==> src/rtl/etp_pkg.sv <==
// Shared types, constants and keyword tables for the entity text parser.
// Depends on nothing; every other file in rtl imports it.
package etp_pkg;

   localparam int NameLimitDefault = 255;
   localparam int ReqDataW         = 8;
   localparam int RspDataW         = 152;
   localparam int RspUserW         = 2;
   localparam int MagW             = 31;

   localparam logic [MagW-1:0] NumMax = {MagW{1'b1}};

   localparam logic [7:0] ChOpenBrace  = 8'h7B;
   localparam logic [7:0] ChCloseBrace = 8'h7D;
   localparam logic [7:0] ChQuote      = 8'h22;
   localparam logic [7:0] ChSpace      = 8'h20;
   localparam logic [7:0] ChPlus       = 8'h2B;
   localparam logic [7:0] ChMinus      = 8'h2D;
   localparam logic [7:0] LenMax       = 8'hFF;

   // Parser position, one-hot.
   typedef enum logic [2:0] {
      PH_OUT = 3'b001,
      PH_ENT = 3'b010,
      PH_STR = 3'b100
   } phase_type;

   // Integer reader position, one-hot.
   typedef enum logic [3:0] {
      NUM_SKIP  = 4'b0001,
      NUM_SIGN  = 4'b0010,
      NUM_DIGIT = 4'b0100,
      NUM_DONE  = 4'b1000
   } num_phase_type;

   // Key codes; the first three double as keyword indexes.
   typedef enum logic [1:0] {
      KEY_CLASS  = 2'd0,
      KEY_ORIGIN = 2'd1,
      KEY_ANGLE  = 2'd2,
      KEY_NONE   = 2'd3
   } key_type;

   typedef enum logic [1:0] {
      KIND_NAME_BEGIN = 2'd0,
      KIND_NAME_BYTE  = 2'd1,
      KIND_ENTITY     = 2'd2
   } kind_type;

   typedef struct packed {
      num_phase_type   phase;
      logic            negative;
      logic [MagW-1:0] magnitude;
   } num_state_type;

   typedef struct packed {
      kind_type     kind;
      logic [7:0]   name_char;
      logic [7:0]   name_index;
      logic [31:0]  origin_x;
      logic [31:0]  origin_y;
      logic [31:0]  origin_z;
      logic [31:0]  angle_value;
      logic         has_name;
      logic         name_overflow;
   } rsp_type;

   localparam num_state_type NumIdle = '{phase: NUM_SKIP, negative: 1'b0, magnitude: '0};

   function automatic logic [7:0] kw_len(input key_type k);
      logic [7:0] len;
      case (k)
         KEY_CLASS:  len = 8'd9;
         KEY_ORIGIN: len = 8'd6;
         KEY_ANGLE:  len = 8'd5;
         default:    len = 8'd0;
      endcase
      return len;
   endfunction

   function automatic logic [7:0] kw_char(input key_type k, input logic [3:0] i);
      logic [71:0] text;
      logic [3:0]  len;
      case (k)
         KEY_CLASS:  begin text = "classname"; len = 4'd9; end
         KEY_ORIGIN: begin text = {24'h0, "origin"}; len = 4'd6; end
         KEY_ANGLE:  begin text = {32'h0, "angle"}; len = 4'd5; end
         default:    begin text = '0; len = 4'd1; end
      endcase
      // first character sits in the highest used byte
      return text[{len - 4'd1 - i, 3'b000} +: 8];
   endfunction

   function automatic logic [31:0] num_value(input num_state_type n);
      logic [31:0] mag;
      mag = {1'b0, n.magnitude};
      return n.negative ? 32'd0 - mag : mag;
   endfunction

endpackage

==> src/rtl/etp_num.sv <==
// Integer reader step: advance the atoi-style state by one text byte.
// Depends on etp_pkg.
module etp_num (
   input  etp_pkg::num_state_type num_cur,
   input  logic [7:0]             text_byte,
   output etp_pkg::num_state_type num_nxt
);
   import etp_pkg::*;

   logic        is_digit;
   logic        is_ws;
   logic [34:0] prod;

   assign is_digit = (text_byte >= 8'h30) && (text_byte <= 8'h39);
   assign is_ws    = (text_byte == ChSpace) || ((text_byte >= 8'h09) && (text_byte <= 8'h0D));

   // mag * 10 + digit as two shifted adds
   assign prod = {1'b0, num_cur.magnitude, 3'b000} + {3'b000, num_cur.magnitude, 1'b0}
               + {31'd0, text_byte[3:0]};

   always_comb begin
      logic take_digit;
      num_nxt    = num_cur;
      take_digit = 1'b0;
      case (num_cur.phase)
         NUM_SKIP: begin
            if (is_ws) begin
               num_nxt = num_cur;
            end else if (text_byte == ChPlus) begin
               num_nxt.phase = NUM_SIGN;
            end else if (text_byte == ChMinus) begin
               num_nxt.phase    = NUM_SIGN;
               num_nxt.negative = 1'b1;
            end else begin
               take_digit = 1'b1;
            end
         end
         NUM_SIGN, NUM_DIGIT: take_digit = 1'b1;
         NUM_DONE:            num_nxt = num_cur;
         default:             num_nxt = num_cur;
      endcase
      if (take_digit) begin
         if (!is_digit) begin
            num_nxt.phase = NUM_DONE;
         end else begin
            num_nxt.phase     = NUM_DIGIT;
            num_nxt.magnitude = (prod > {4'd0, NumMax}) ? NumMax : prod[MagW-1:0];
         end
      end
   end

endmodule

==> src/rtl/etp_core.sv <==
// Parser state registers and the per-byte update that forms each result word.
// Depends on etp_pkg and etp_num.
module etp_core #(
   parameter int NAME_LIMIT = etp_pkg::NameLimitDefault
) (
   input  logic             clock,
   input  logic             reset,
   input  logic             step_en,
   input  logic [7:0]       text_byte,
   output logic             emit,
   output etp_pkg::rsp_type rsp
);
   import etp_pkg::*;

   localparam int CntW = $clog2(NAME_LIMIT);
   localparam logic [CntW-1:0] CntLast = CntW'(NAME_LIMIT - 1);

   phase_type      phase_ff, phase_in;
   key_type        key_ff, key_in;
   logic [2:0]     match_ff, match_in;
   logic [7:0]     len_ff, len_in;
   num_state_type  num_ff, num_in, num_fed;
   logic [1:0]     field_ff, field_in;
   logic [31:0]    x_ff, x_in, y_ff, y_in, z_ff, z_in, angle_ff, angle_in;
   logic [CntW-1:0] count_ff, count_in;
   logic           seen_ff, seen_in, dropped_ff, dropped_in;

   etp_num u_num (
      .num_cur   (num_ff),
      .text_byte (text_byte),
      .num_nxt   (num_fed)
   );

   always_comb begin
      logic [31:0] v;
      phase_in   = phase_ff;
      key_in     = key_ff;
      match_in   = match_ff;
      len_in     = len_ff;
      num_in     = num_ff;
      field_in   = field_ff;
      x_in       = x_ff;
      y_in       = y_ff;
      z_in       = z_ff;
      angle_in   = angle_ff;
      count_in   = count_ff;
      seen_in    = seen_ff;
      dropped_in = dropped_ff;
      emit       = 1'b0;
      rsp        = '0;
      v          = num_value(num_ff);

      case (phase_ff)
         PH_OUT: begin
            if (text_byte == ChOpenBrace) begin
               phase_in   = PH_ENT;
               x_in       = '0;
               y_in       = '0;
               z_in       = '0;
               angle_in   = '0;
               count_in   = '0;
               seen_in    = 1'b0;
               dropped_in = 1'b0;
            end
         end
         PH_ENT: begin
            if (text_byte == ChQuote) begin
               phase_in = PH_STR;
               match_in = 3'b111;
               len_in   = '0;
               num_in   = NumIdle;
               field_in = '0;
               if (key_ff == KEY_ORIGIN) begin
                  x_in = '0;
                  y_in = '0;
                  z_in = '0;
               end
               if (key_ff == KEY_CLASS) begin
                  seen_in    = 1'b1;
                  count_in   = '0;
                  dropped_in = 1'b0;
                  emit       = 1'b1;
                  rsp.kind   = KIND_NAME_BEGIN;
               end
            end else if (text_byte == ChCloseBrace) begin
               phase_in          = PH_OUT;
               emit              = 1'b1;
               rsp.kind          = KIND_ENTITY;
               rsp.origin_x      = x_ff;
               rsp.origin_y      = y_ff;
               rsp.origin_z      = z_ff;
               rsp.angle_value   = angle_ff;
               rsp.has_name      = seen_ff;
               rsp.name_overflow = dropped_ff;
            end
         end
         PH_STR: begin
            if (text_byte == ChQuote) begin
               phase_in = PH_ENT;
               // commit the value under the old key
               if (key_ff == KEY_ORIGIN) begin
                  case (field_ff)
                     2'd0:    x_in = v;
                     2'd1:    z_in = 32'd0 - v;
                     default: y_in = 32'd0 - v;
                  endcase
               end else if (key_ff == KEY_ANGLE) begin
                  angle_in = v;
               end
               // the closed string becomes the next key
               if (match_ff[0] && len_ff == kw_len(KEY_CLASS)) begin
                  key_in = KEY_CLASS;
               end else if (match_ff[1] && len_ff == kw_len(KEY_ORIGIN)) begin
                  key_in = KEY_ORIGIN;
               end else if (match_ff[2] && len_ff == kw_len(KEY_ANGLE)) begin
                  key_in = KEY_ANGLE;
               end else begin
                  key_in = KEY_NONE;
               end
            end else begin
               for (int k = 0; k < 3; k++) begin
                  if (len_ff >= kw_len(key_type'(k)) ||
                      text_byte != kw_char(key_type'(k), len_ff[3:0])) begin
                     match_in[k] = 1'b0;
                  end
               end
               if (len_ff != LenMax) begin
                  len_in = len_ff + 8'd1;
               end
               case (key_ff)
                  KEY_ORIGIN: begin
                     if (text_byte == ChSpace && field_ff != 2'd2) begin
                        case (field_ff)
                           2'd0:    x_in = v;
                           default: z_in = 32'd0 - v;
                        endcase
                        field_in = field_ff + 2'd1;
                        num_in   = NumIdle;
                     end else begin
                        num_in = num_fed;
                     end
                  end
                  KEY_ANGLE: num_in = num_fed;
                  KEY_CLASS: begin
                     if (count_ff < CntLast) begin
                        emit           = 1'b1;
                        rsp.kind       = KIND_NAME_BYTE;
                        rsp.name_char  = text_byte;
                        rsp.name_index = 8'(count_ff);
                        count_in       = count_ff + CntW'(1);
                     end else begin
                        dropped_in = 1'b1;
                     end
                  end
                  default: num_in = num_ff;
               endcase
            end
         end
         default: phase_in = PH_OUT;
      endcase
   end

   always_ff @(posedge clock) begin
      if (reset) begin
         phase_ff   <= PH_OUT;
         key_ff     <= KEY_NONE;
         match_ff   <= '0;
         len_ff     <= '0;
         num_ff     <= NumIdle;
         field_ff   <= '0;
         x_ff       <= '0;
         y_ff       <= '0;
         z_ff       <= '0;
         angle_ff   <= '0;
         count_ff   <= '0;
         seen_ff    <= 1'b0;
         dropped_ff <= 1'b0;
      end else if (step_en) begin
         phase_ff   <= phase_in;
         key_ff     <= key_in;
         match_ff   <= match_in;
         len_ff     <= len_in;
         num_ff     <= num_in;
         field_ff   <= field_in;
         x_ff       <= x_in;
         y_ff       <= y_in;
         z_ff       <= z_in;
         angle_ff   <= angle_in;
         count_ff   <= count_in;
         seen_ff    <= seen_in;
         dropped_ff <= dropped_in;
      end
   end

endmodule

==> src/rtl/entity_text_parser_unit.sv <==
// Top level of the entity text parser: input word register, parser core, result register.
// Depends on etp_pkg, etp_core (and through it etp_num).
//
//   channel | direction | tdata (low bit up)                                   | tuser
//   req_    | in        | text_byte[7:0]                                       | -
//   rsp_    | out       | name_char, name_index, origin_x, origin_y, origin_z, | kind[1:0]
//           |           | angle_value, has_name, name_overflow, 6 zero bits    |
//
// One text byte per cycle unless a result waits on a stalled rsp_ side. Each word is held in
// the input register, run through the parser core from there, and its result, if any, lands
// in the result register that drives rsp_tvalid. Synchronous active-high reset
// returns the parser to "outside entity" with the key memory at "unknown". A stalled rsp_
// side holds one result while one more input word is taken; words that produce no result
// keep flowing past a full result register.
module entity_text_parser_unit #(
   parameter int NAME_LIMIT = etp_pkg::NameLimitDefault
) (
   input  logic                          clock,
   input  logic                          reset,
   input  logic                          req_tvalid,
   output logic                          req_tready,
   input  logic [etp_pkg::ReqDataW-1:0]  req_tdata,   // text_byte[7:0]
   output logic                          rsp_tvalid,
   input  logic                          rsp_tready,
   output logic [etp_pkg::RspDataW-1:0]  rsp_tdata,   // name_char[7:0], name_index[15:8],
                                                      // origin_x[47:16], origin_y[79:48],
                                                      // origin_z[111:80], angle[143:112],
                                                      // has_name[144], name_overflow[145]
   output logic [etp_pkg::RspUserW-1:0]  rsp_tuser    // kind[1:0]
);
   import etp_pkg::*;

   logic       in_valid_ff, in_valid_in;
   logic [7:0] in_byte_ff;
   logic       out_valid_ff, out_valid_in;
   rsp_type    out_ff;
   rsp_type    core_rsp;
   logic       core_emit;
   logic       advance;
   logic       req_take;

   // Step the parser when the held word either makes no result or has a free slot.
   assign advance    = in_valid_ff && (!core_emit || !out_valid_ff || rsp_tready);
   assign req_tready = !in_valid_ff || advance;
   assign req_take   = req_tvalid && req_tready;

   etp_core #(
      .NAME_LIMIT (NAME_LIMIT)
   ) u_core (
      .clock     (clock),
      .reset     (reset),
      .step_en   (advance),
      .text_byte (in_byte_ff),
      .emit      (core_emit),
      .rsp       (core_rsp)
   );

   always_comb begin
      in_valid_in = in_valid_ff;
      if (req_take) begin
         in_valid_in = 1'b1;
      end else if (advance) begin
         in_valid_in = 1'b0;
      end
      out_valid_in = out_valid_ff;
      if (advance && core_emit) begin
         out_valid_in = 1'b1;
      end else if (rsp_tready) begin
         out_valid_in = 1'b0;
      end
   end

   always_ff @(posedge clock) begin
      if (reset) begin
         in_valid_ff  <= 1'b0;
         out_valid_ff <= 1'b0;
      end else begin
         in_valid_ff  <= in_valid_in;
         out_valid_ff <= out_valid_in;
      end
   end

   // Payload registers: load on handshake, hold otherwise.
   always_ff @(posedge clock) begin
      if (req_take) begin
         in_byte_ff <= req_tdata[7:0];
      end
      if (advance && core_emit) begin
         out_ff <= core_rsp;
      end
   end

   assign rsp_tvalid = out_valid_ff;
   assign rsp_tuser  = out_ff.kind;
   assign rsp_tdata  = {6'd0, out_ff.name_overflow, out_ff.has_name, out_ff.angle_value,
                        out_ff.origin_z, out_ff.origin_y, out_ff.origin_x,
                        out_ff.name_index, out_ff.name_char};

endmodule

==> config.mk <==
export PLATFORM = sky130hd
export DESIGN_NAME = entity_text_parser_unit
export DESIGN_NICKNAME = d
export VERILOG_FILES = /design/src/rtl/etp_pkg.sv /design/src/rtl/etp_num.sv /design/src/rtl/etp_core.sv /design/src/rtl/entity_text_parser_unit.sv
export SDC_FILE = /design/constraint.sdc
export NUM_CORES = 1
export LEC_CHECK = 0
export ABC_AREA = 1
export BUFFER_PORTS_ARGS = -buffer_cell sky130_fd_sc_hd__buf_4
export CORE_AREA = 2 2 209 211
export CTS_CLUSTER_DIAMETER = 40
export DETAILED_ROUTE_END_ITERATION = 10
export DIE_AREA = 0 0 211 213
export PLACE_DENSITY = 0.65
export SYNTH_ARGS = -nofsm -noshare
export SYNTH_HDL_FRONTEND = slang
export SYNTH_SLANG_ARGS = --single-unit
==> constraint.sdc <==
create_clock -name clock -period 4.95 [get_ports clock]
set_input_delay 0.7425 -clock clock [delete_from_list [all_inputs] [get_ports clock]]
set_output_delay 0.7425 -clock clock [all_outputs]
set_load 0.02 [all_outputs]
-- Word level (Yosys, flattened, before mapping)
Cells that the tools add are included.
- bits in registers: 350
- output and inout bits: 156
- add/sub/neg operators: 13
- magnitude comparators: 9
- equal/unequal tests: 46
- shifts and indexed selects: 3
- multiplexer cells: 119
- bitwise logic cells: 5
- reductions and logical operators: 46
- operators by type and width (cell ; number):
    2-to-1 mux 32 bit ; 21
    2-to-1 mux 72 bit ; 6
    one-hot mux 32 bit (3 select lines) ; 3
    indexed part select 72 x 8 -> 8 bit ; 3
    2-to-1 mux 36 bit ; 4
    one-hot mux 36 bit (2 select lines) ; 2
    2-to-1 mux 8 bit ; 15
    2-to-1 mux 31 bit ; 3
    one-hot mux 32 bit (2 select lines) ; 1
    2-to-1 mux 18 bit ; 2
    2-to-1 mux 4 bit ; 9
    adder 34 x 32 -> 35 bit ; 1
    adder 35 x 4 -> 35 bit ; 1
    greater-than comparator 35 x 31 -> 1 bit (second input constant) ; 1
    equality test 8 x 6 -> 1 bit (second input constant) ; 4
    subtractor 1 x 31 -> 32 bit (first input constant) ; 1
    subtractor 1 x 32 -> 32 bit (first input constant) ; 1
    AND reduction 5 bit ; 6
    != test 2 x 1 -> 1 bit (second input constant) ; 14
    2-to-1 mux 1 bit ; 26
    greater-or-equal comparator 8 bit ; 3
    != test 8 bit ; 3
    one-hot mux 8 bit (3 select lines) ; 1
    AND reduction 8 bit ; 3
    other kinds (50) ; 107

-- Logic depth before layout (Yosys ltp)
Gate-level depths: netlist of run 1.
- depth after elaboration: 12
- gate-level depth with buffers: 20
- mapped depth without buffers: 20

-- Modules after synthesis
A second synthesis of run 1 with hierarchy kept.
- cell total of the unflattened synthesis: 2705
- area total of the unflattened synthesis: 20113.0 um2
- by module, submodules not included (module ; times used ; cells each ; area each (um2) ; sequential area each (um2)):
    etp_core ; 1 ; 1759 ; 11243.3 ; 3843.7
    entity_text_parser_unit ; 1 ; 181 ; 4852.2 ; 4724.5
    etp_num ; 1 ; 765 ; 4017.6 ; 0.0

-- Least setup slack after synthesis of run 1
OpenSTA, ideal clock, no wires.
- path kind: register -> register
- start point: register in_byte_ff[3]
- end point: register out_ff, in the netlist rsp_tdata[0], enable pin
- library setup time: 502 ps
- data arrival time: 4725 ps
- setup slack: -277 ps
- stages on the path, launching flop included: 16
- buffers on the path: 2
- clock period less this slack: 5227 ps
- cells stage by stage: edfxtp_1 > inv_2 > nand2_1 > nor3_2 > nand2_2 > inv_2 > nor2_2 > nand2_4 > nand3_2 > nand2_2 > nand2_4 > inv_2 > buf_6 > buf_2 > nand2_1 > inv_1
- word-level cells in the longest chain between the ends: 9
- ends and longest elaborated chain (element ; RTL line ; text):
    start, declared ; entity_text_parser_unit.sv:34 ; logic [7:0] in_byte_ff;
    start signal, assigned ; entity_text_parser_unit.sv:86 ; in_byte_ff <= req_tdata[7:0];
    equality test 8 x 7 -> 1 bit ; etp_core.sv:85 ; end else if (text_byte == ChCloseBrace) begin
    2-to-1 mux 1 bit ; etp_core.sv:85 ;
    2-to-1 mux 1 bit ; etp_core.sv:67 ; if (text_byte == ChQuote) begin
    one-hot mux 1 bit (2 select lines) (*) ; etp_core.sv:53 ; case (phase_ff)
    zero test 1 bit ; entity_text_parser_unit.sv:43 ; assign advance = in_valid_ff && (!core_emit || !out_valid_ff || rsp_tready);
    logical OR 1 bit (2 in series) ; entity_text_parser_unit.sv:43 ;
    logical AND 1 bit ; entity_text_parser_unit.sv:43 ;
    logical AND 1 bit (*) ; entity_text_parser_unit.sv:88 ; if (advance && core_emit) begin
    end signal, assigned ; entity_text_parser_unit.sv:89 ; out_ff <= core_rsp;
    end, declared ; entity_text_parser_unit.sv:36 ; rsp_type out_ff;
Every way passes the cells marked *; elsewhere a longest branch is shown, timed or not.
A chain may end at the register's enable or synchronous reset.

-- Worst setup path after layout of run 1
- start point: register u_core.num_ff[2] in the netlist's numbering
- end point: register u_core.num_ff[21] in the netlist's numbering
- word-level cells in the longest chain between the ends: 10
- ends and longest elaborated chain (element ; RTL line ; text):
    start, declared ; etp_core.sv:22 ; num_state_type num_ff, num_in, num_fed;
    start signal, assigned ; etp_core.sv:169 ; num_ff <= NumIdle;
    start signal, assigned ; etp_core.sv:183 ; num_ff <= num_in;
    adder 34 x 32 -> 35 bit (*) ; etp_num.sv:18 ; assign prod = {1'b0, num_cur.magnitude, 3'b000} + {3'b000, num_cur.magnitude, 1'b0}
    adder 35 x 4 -> 35 bit (*) ; etp_num.sv:19 ; + {31'd0, text_byte[3:0]};
    greater-than comparator 35 x 31 -> 1 bit ; etp_num.sv:47 ; num_nxt.magnitude = (prod > {4'd0, NumMax}) ? NumMax : prod[MagW-1:0];
    2-to-1 mux 31 bit (*) ; etp_num.sv:47 ;
    2-to-1 mux 31 bit (*) ; etp_num.sv:43 ; if (!is_digit) begin
    2-to-1 mux 31 bit (*) ; etp_num.sv:42 ; if (take_digit) begin
    2-to-1 mux 36 bit ; etp_core.sv:132 ; if (text_byte == ChSpace && field_ff != 2'd2) begin
    one-hot mux 36 bit (2 select lines) (*) ; etp_core.sv:130 ; case (key_ff)
    2-to-1 mux 36 bit (*) ; etp_core.sv:98 ; if (text_byte == ChQuote) begin
    one-hot mux 36 bit (2 select lines) (*) ; etp_core.sv:53 ;
Every way passes the cells marked *; elsewhere a longest branch is shown, timed or not. The select of a mux whose other input is x is not followed.

==> run summary, run 1 <==
In the final routed layout, each cell accounts on average for 16.6 µm. The critical path in this run is classified as register to register. Counting flops and latches in the post-synthesis netlist gives 350.

The critical-path maximum fanout was 19; the die extent in x was 211 µm. The run gives 39 as the TritonCTS buffer count. The synthesized design devotes to its leading area cell type 24.6% of total area. Setup repair after global routing left no endpoint under its margin. Leading register cell type out of synthesis: dfxtp_1. The origin of the worst setup path was u_core.num_ff[2]. Synthesis produced a netlist whose cell count is 2525. The number of H-tree branching levels is 2, and the share of synthesized area occupied by flip-flops and latches is 44.9%.

Of the cells placed in the final design, the portion with a size suffix greater than 1 is 11.4%. The antenna diode instance count was 0; the worst setup slack before clock tree synthesis was 967 ps. The final layout contains routed wiring with a total length of 53400 µm. After synthesis, the most frequently instantiated cells are 435 x nand2_1, 433 x nor2_1, 317 x inv_1. By instance count, the leading cell after synthesis is nand2_1. The first global-routing pass estimated 84500 µm of wire. By area the synthesized netlist is led by edfxtp_1 25%, dfxtp_1 20%, nand2_1 8.6%, nor2_1 8.5%, a21oi_1 6.8%. 168 I/O pins were placed. Global routing finished with a remaining overflow of 0. Input and output buffers added on the ports amount to 161. After clock tree synthesis, the clock-pin slew on the worst setup and hold paths is 60 ps.

After clock tree synthesis, the setup repair step added 0 buffers. Of all flip-flops after synthesis, the portion carrying an async set or reset was 0%. The number of antenna violations at the first check in global routing was 0; the slew at the pin with the worst max-slew slack was 1070 ps. The mean area per synthesized cell was 7.55 µm²; the sum of negative setup slack was 0 ps. Overall die height: 213 µm. At the end of routability-driven placement, the weighted congestion stood at 0.975.

TritonCTS built the clock tree. The logs give 1.29 mW for the switching power and 0 for the total of max-cap violations. The tools report the number of buffers on the longest clock path as 3. The critical path data required time came out at 5330 ps.

The pre-antenna-repair detailed-routing pass consisted of 7 iterations. The effective utilization at floorplan came out at 44.7%. Setup violations remaining at the end of the flow were counted as 0. The number of hold-repair buffers added at the cts stage came out at 0. The post-DP HPWL came out at 40000 µm. The logs give 28.8% for the worst-case headroom to the max-slew limit and 897 ps for the final setup slack of the worst path. The total count of max-transition violations in the final report is 0, and the count of cells along the worst register-to-register path is 16.

Internal power comes to 4.62 mW. Summing over every cut layer, the via total after detailed routing is 16900. Netlist area before placement: 19100 µm².

The start point of the worst min-delay path was req_tdata[5]. Entering global routing, the biggest net connects 102 pins. The switching power share of the total is 21.9%. The largest clock skew in the final design was 14.7 ps. After detailed routing, the number of vias per cell comes to 5.24. The Yosys warning count came out at 0. The die covers 44900 µm². The number of routed nets with antenna violations is 0, and the ratio of final minimum period to clock period is 81.9%. Hold-critical path depth: 1. The tightest min-delay check is of the input pin to register type.

The minimum clock period was 4050 ps. The highest clock rate is 247 MHz. The largest total area in the synthesized netlist belongs to edfxtp_1.

The analysis attributes to cell leakage a power of 8.73 nW. The worst setup path is captured at a register. The post-cts sizing count was 0; the worst-case register-to-register setup slack was 900 ps. The startpoint of the worst register-to-register path was u_core.num_ff[2].

The run gives 76 as the number of placement rows. For the number of DRC violations after detailed routing, the log shows 0. The data arrival time at the worst-slack endpoint is 4430 ps. The synthesized design contains 156 enable-type register cells. The number of different library cells used by synthesis comes to 51. The run gives 15900 as the via count of the first global-routing pass.

The area growth from synthesis to layout is 14.8%. In this run the power density over the cells is 270 nW/µm². Sequential cells account for 51.0% of the total power. The run gives 42700 µm² as the area of the core. The later pin in the worst-skew pair is clocked with a latency of 530 ps.

The clock network is responsible for 47.0% of the overall power. Total number of clock tree sinks: 350. Across every metal layer, demand over resource in global routing totals 23.4%. The root buffer cell is clkbuf_16.

The largest voltage drop on the vdd net is 0.195 mV, and the portion of total power attributed to combinational logic is 2.0%. After the last flow step, the layout net total stands at 2737. The number of DRC markers after the initial detailed-route iteration is 1334, and the count of final hold-check violations is 0. The worst setup path is launched from a register.

The flow ran to the end, and the final reports show no timing, DRC or antenna violations.
==> metal layers <==
layer,GRT usage (%),wire length (µm)
met1,33.2,25400
met2,38.4,24400
met3,2.19,2520
met4,6.14,1090
met5,0,0
==> sequential cells by signal, summed over array words and instances, names as in the netlist <==
signal / cells
u_core.y_ff: 32
u_core.dropped_ff: 1
in_valid_ff: 1
rsp_tuser: 2
u_core.seen_ff: 1
rsp_tdata: 146
u_core.phase_ff: 3
u_core.len_ff: 8
u_core.angle_ff: 32
u_core.z_ff: 32
in_byte_ff: 8
rsp_tvalid: 1
u_core.x_ff: 32
u_core.key_ff: 2
u_core.match_ff: 3
u_core.num_ff: 36
u_core.field_ff: 2
u_core.count_ff: 8
==> critical path, cell delays in order (launching register included) <==
cell and delay [ps]:
dfxtp_1 470, inv_1 150, fa_1 570, fa_1 220, nand3b_1 110, nand2_1 120, a21boi_1 310, o21ai_0 270
inv_1 120, o21bai_1 100, nand2_1 70, nand2_1 70, nor2_1 670, buf_4 360, nand3_1 120, nand2_1 90
a21oi_1 60
==> metrics by stage <==
| step | cell area, µm² | power [mW] | cells | hold slack, ps | util, % |
|---|---|---|---|---|---|
| 6_report | 21900 | 5.91 | 3222 | 394 | 51.3 |
| 5_1_grt | 21900 | 6.09 | 3222 | 376 | 51.3 |
| 3_3_place_gp | 20600 | 3.20 | 3150 | 441 | 48.4 |
| 4_1_cts | 21900 | 5.96 | 3222 | 375 | 51.3 |
| 2_1_floorplan | 19100 | 3.17 | 2530 | 427 | - |
| 3_5_place_dp | 20600 | 3.20 | 3150 | 445 | 48.4 |
==> power by group through the flow <==
stage / Sequential (mW) / Combinational, mW / Clock (mW)
6_report: 3.02 / 0.121 / 2.78
5_1_grt: 3.02 / 0.135 / 2.94
4_1_cts: 3.02 / 0.120 / 2.83
3_5_place_dp: 3.08 / 0.119 / 0
3_3_place_gp: 3.08 / 0.118 / 0
2_1_floorplan: 3.07 / 0.0952 / 0
==> path summary, 6_finish.rpt <==
path,endpoint
min,in_byte_ff[5]
max,u_core.num_ff[21]
max reg2reg,u_core.num_ff[21]
min reg2reg,u_core.angle_ff[15]
==> cell usage in the layout (no fill, tap or decap), drive strengths merged, types with 3 or more instances in the layout <==
cell type / count
dfxtp: 194
inv: 339
o22ai: 4
a21o: 5
o21ai: 178
nor3: 39
clkinv: 17
nor4: 6
o21bai: 8
buf: 177
ha: 78
or2: 5
a21oi: 261
o21a: 3
nand3: 137
nand2: 444
conb: 6
edfxtp: 156
xnor2: 6
nand3b: 9
o211ai: 4
clkbuf: 47
a21boi: 5
a211oi: 12
nor2: 445
nand4: 43
clkinvlp: 4
xor2: 31
==> kinds of logic after synthesis <==
kind of cell	synth area share (%)
simple gates	25.3
compound gates	13.6
buf+inv	9.14
flops	44.9
fa+ha+maj	5.33
xor+xnor	1.70
other cells	0.0197
==> final cells by class <==
type | count | area [µm²]
Timing Repair Buffer | 177 | 1340
Multi-Input combinational cell | 1741 | 8790
Fill cell | 4147 | 20800
Tap cell | 546 | 683
Inverter | 336 | 1260
Sequential cell | 350 | 8570
Clock inverter | 25 | 213
Clock buffer | 47 | 1040
(Power assumes the default switching activity.)
==> run 2: changes to the inputs <==
==> constraint.sdc (replaced) <==
create_clock -name clock -period 3.3 [get_ports clock]
set_input_delay 0.495 -clock clock [delete_from_list [all_inputs] [get_ports clock]]
set_output_delay 0.495 -clock clock [all_outputs]
set_load 0.02 [all_outputs]
==> run 2 against run 1 <==
Effect of this change: sequential power up 50%; largest cell class unchanged; clock skew up 9.4 ps; critical path depth unchanged; first-iteration DRC count down 6.1%; power up 60%; worst hold slack worse by 250 ps.
==> run summary, run 2 (synthesis results as in run 1) <==
The run finished with clean final reports. The slew at the pin with the worst max-slew slack is 819 ps. The root buffer cell is clkbuf_16.

Once detailed placement completed, the half-perimeter wirelength came to 40600 µm. The count of cells along the worst register-to-register path is 16, and the share of post-route cells with drive strength above 1 is 14.0%. The most critical setup path has its endpoint at u_core.num_ff[6]. In the layout the commonest cells are 430 x nand2_1, 430 x nor2_1, 315 x inv_1. The tools report the worst flop-to-flop path endpoint as u_core.num_ff[6]. The congestion estimate from routability-driven global placement came to 0.923. The worst pin sits at a relative slew slack of 45.4%.

The worst setup path is launched from a register. The worst register-to-register path begins at in_byte_ff[3]. The repair_antennas step left the layout with diodes totalling 0.

For the all-layer global routing usage, the log shows 23.6%. During placement, the flow inserted port buffers numbering 161. The highest clock rate is 327 MHz, and the number of search-and-repair iterations in the first detailed-routing pass is 5. Setup repair after global routing could not meet its margin everywhere.

Among the stages of the critical path, the cell type that occurs most often is nand3_1. TritonCTS built the clock tree. The clock arrives with 24.0 ps of skew. Minimum clock period: 3060 ps.

The tools report the number of hold-repair buffers added at the cts stage as 0. The worst setup path is captured at a register. The floorplan step defined a die boundary enclosing 44900 µm². After floorplanning, the core was sized to cover 42700 µm². The detail route stage leaves a number of antenna-violating nets equal to 0.

The number of flip-flops under the largest register name was 146; the hold-critical path depth was 1. Setup violations remaining at the end of the flow were counted as 0. After clock tree synthesis, the clock-pin slew on the worst setup and hold paths is 50 ps. Across the VDD grid, the largest voltage drop is 0.379 mV. The count of final hold-check violations is 0. Start point of the worst min-delay path: req_tdata[0].

Grouping stages by cell kind, the critical path spends the most delay in simple AND/OR/NAND/NOR gates. After detailed placement, the total cell area comes to 21200 µm². The number of H-tree branching levels was 2; the leakage power summed over all cells was 9.14 nW. The critical path goes through inv_2 > fa_2 > fa_2 > nand3b_1 > nand2_2 > a21boi_1 > o21ai_1 > buf_4 > nand3_1 > nand3_1 > nand2_1 > nor2_4 > clkbuf_16 > nand3_1 > nand2_1 > a21oi_1. The residual overflow from global routing was 0. The setup path with the least slack is of type register to register. At the worst endpoint, the arrival time is 3420 ps. The final wirelength is 53800 µm, and the average wire per standard cell is 16.4 µm. The first global-routing pass estimated 84700 µm of wire. Row generation in the floorplan step produced 76 rows.

The logs give 37.3% for the met2 track demand over resource and 168 for the I/O pin count. The master of the slowest instance on the critical path is fa_2. Dividing total power by cell area gives a power density of 419 nW/µm². Counting the buffers created by CTS gives 41.

The met1 track utilization from global routing was 33.7%. Along the worst path, the maximum fanout reaches 16. The number of DRC violations after detailed routing is 0. In this run the number of cells on the critical path is 16.

The tools report the met3 usage in global routing as 2.81%. The origin of the worst setup path was in_byte_ff[3]. The die extent in x works out to 211 µm.

The ratio of final minimum period to clock period is 92.6%, and the critical path data required time is 3660 ps. The tightest hold path in the finished design has a slack of 144 ps. The effective utilization at floorplan is 44.7%, and the total number of clock tree sinks is 350.

For flop-to-flop paths, the worst setup slack is 240 ps. Worst-skew pair later-pin latency: 540 ps. For the number of fill cells, the log shows 4110. The final route contains 17000 vias. In the routed layout, each cell is associated on average with a via count of 5.19. In this run, the number of DRC markers left after iteration 0 of detailed routing was 1252. Across the run, the number of max-cap violations was 0.

The tools report the final instance area as 22600 µm². The most congested layer reported by global routing was met2. Measured along the y axis, the die boundary spans 213 µm. The area growth from synthesis to layout was 18.7%; the worst path buffer plus inverter count was 3.

The tools report the total count of max-transition violations in the final report as 0. The tools report the pin count of the biggest net entering global routing as 132. The number of antenna violations at the first check in global routing was 0; the via count of the first global-routing pass was 15800.

The class of the worst hold path is input pin to register. The delay of the slowest cell on the worst path works out to 460 ps. The net count of the finished layout is 2795. The longest clock path from root to sink contains 3 buffers.
## run 2: cell count changes in the layout (fill, tap and decap cells not counted), sizes merged
cell      change
buf          +55
bufinv        +7
clkbuf        +2
clkinv        -6
clkinvlp      +3
inv           -2
## run 2: cell type report
type / count / area [µm²] / area share, %
Multi-Input combinational cell: 1741 / 8840 / 39.0
Timing Repair Buffer: 233 / 1850 / 8.17
Clock buffer: 48 / 1070 / 4.74
Sequential cell: 350 / 8570 / 37.9
Clock inverter: 27 / 362 / 1.60
Tap cell: 546 / 683 / 3.02
Inverter: 336 / 1270 / 5.60
## run 2: metrics by stage
stage	setup WS [ps]	TNS [ps]	power [mW]	cells	util [%]
final	244	0	9.49	3281	53.0
after floorplan	-978	-145430	4.76	2530	-
after global placement	199	0	4.81	3205	49.5
after global routing	-3.49	-3.49	9.78	3281	53.0
after detailed placement	99.7	0	4.81	3205	49.5
after CTS	56.6	0	9.57	3280	52.9
## run 2: report_power, final
group          internal, mW  switching, mW  total [mW]
Sequential             4.51         0.0147        4.52
Clock                  2.97           1.80        4.77
Combinational        0.0622          0.138       0.200
Total                  7.54           1.95        9.49
## run 2: repair_timing
item	4_1_cts	5_1_grt
hold endpoints to repair	0	0
setup endpoints to repair	0	33
setup buffers	0	0
gates resized for setup	0	17
## run 2: worst min-delay path by stage
| stage | endpoint |
|---|---|
| after CTS | in_byte_ff[0] |
| after global placement | u_core.angle_ff[2] |
| after global routing | in_byte_ff[5] |
| final | in_byte_ff[0] |
| after detailed placement | u_core.z_ff[2] |
| after floorplan | u_core.y_ff[7] |
## run 2: per-layer routing
layer	part of all wire, %	routed length, µm
met1	47	25200
met2	45	24000
met3	5.6	3020
met4	2.9	1580
met5	0	0
## run 2: worst register-to-register path, cell delays in order (launching register included)
cell and delay (ps):
edfxtp_1 390, inv_2 90, fa_2 460, fa_2 420, nand3b_1 180, nand2_2 100, a21boi_1 100, o21ai_1 140
buf_4 140, nand3_1 90, nand3_1 100, nand2_1 90, nor2_4 170, clkbuf_16 200, nand3_1 100, nand2_1 70
a21oi_1 60
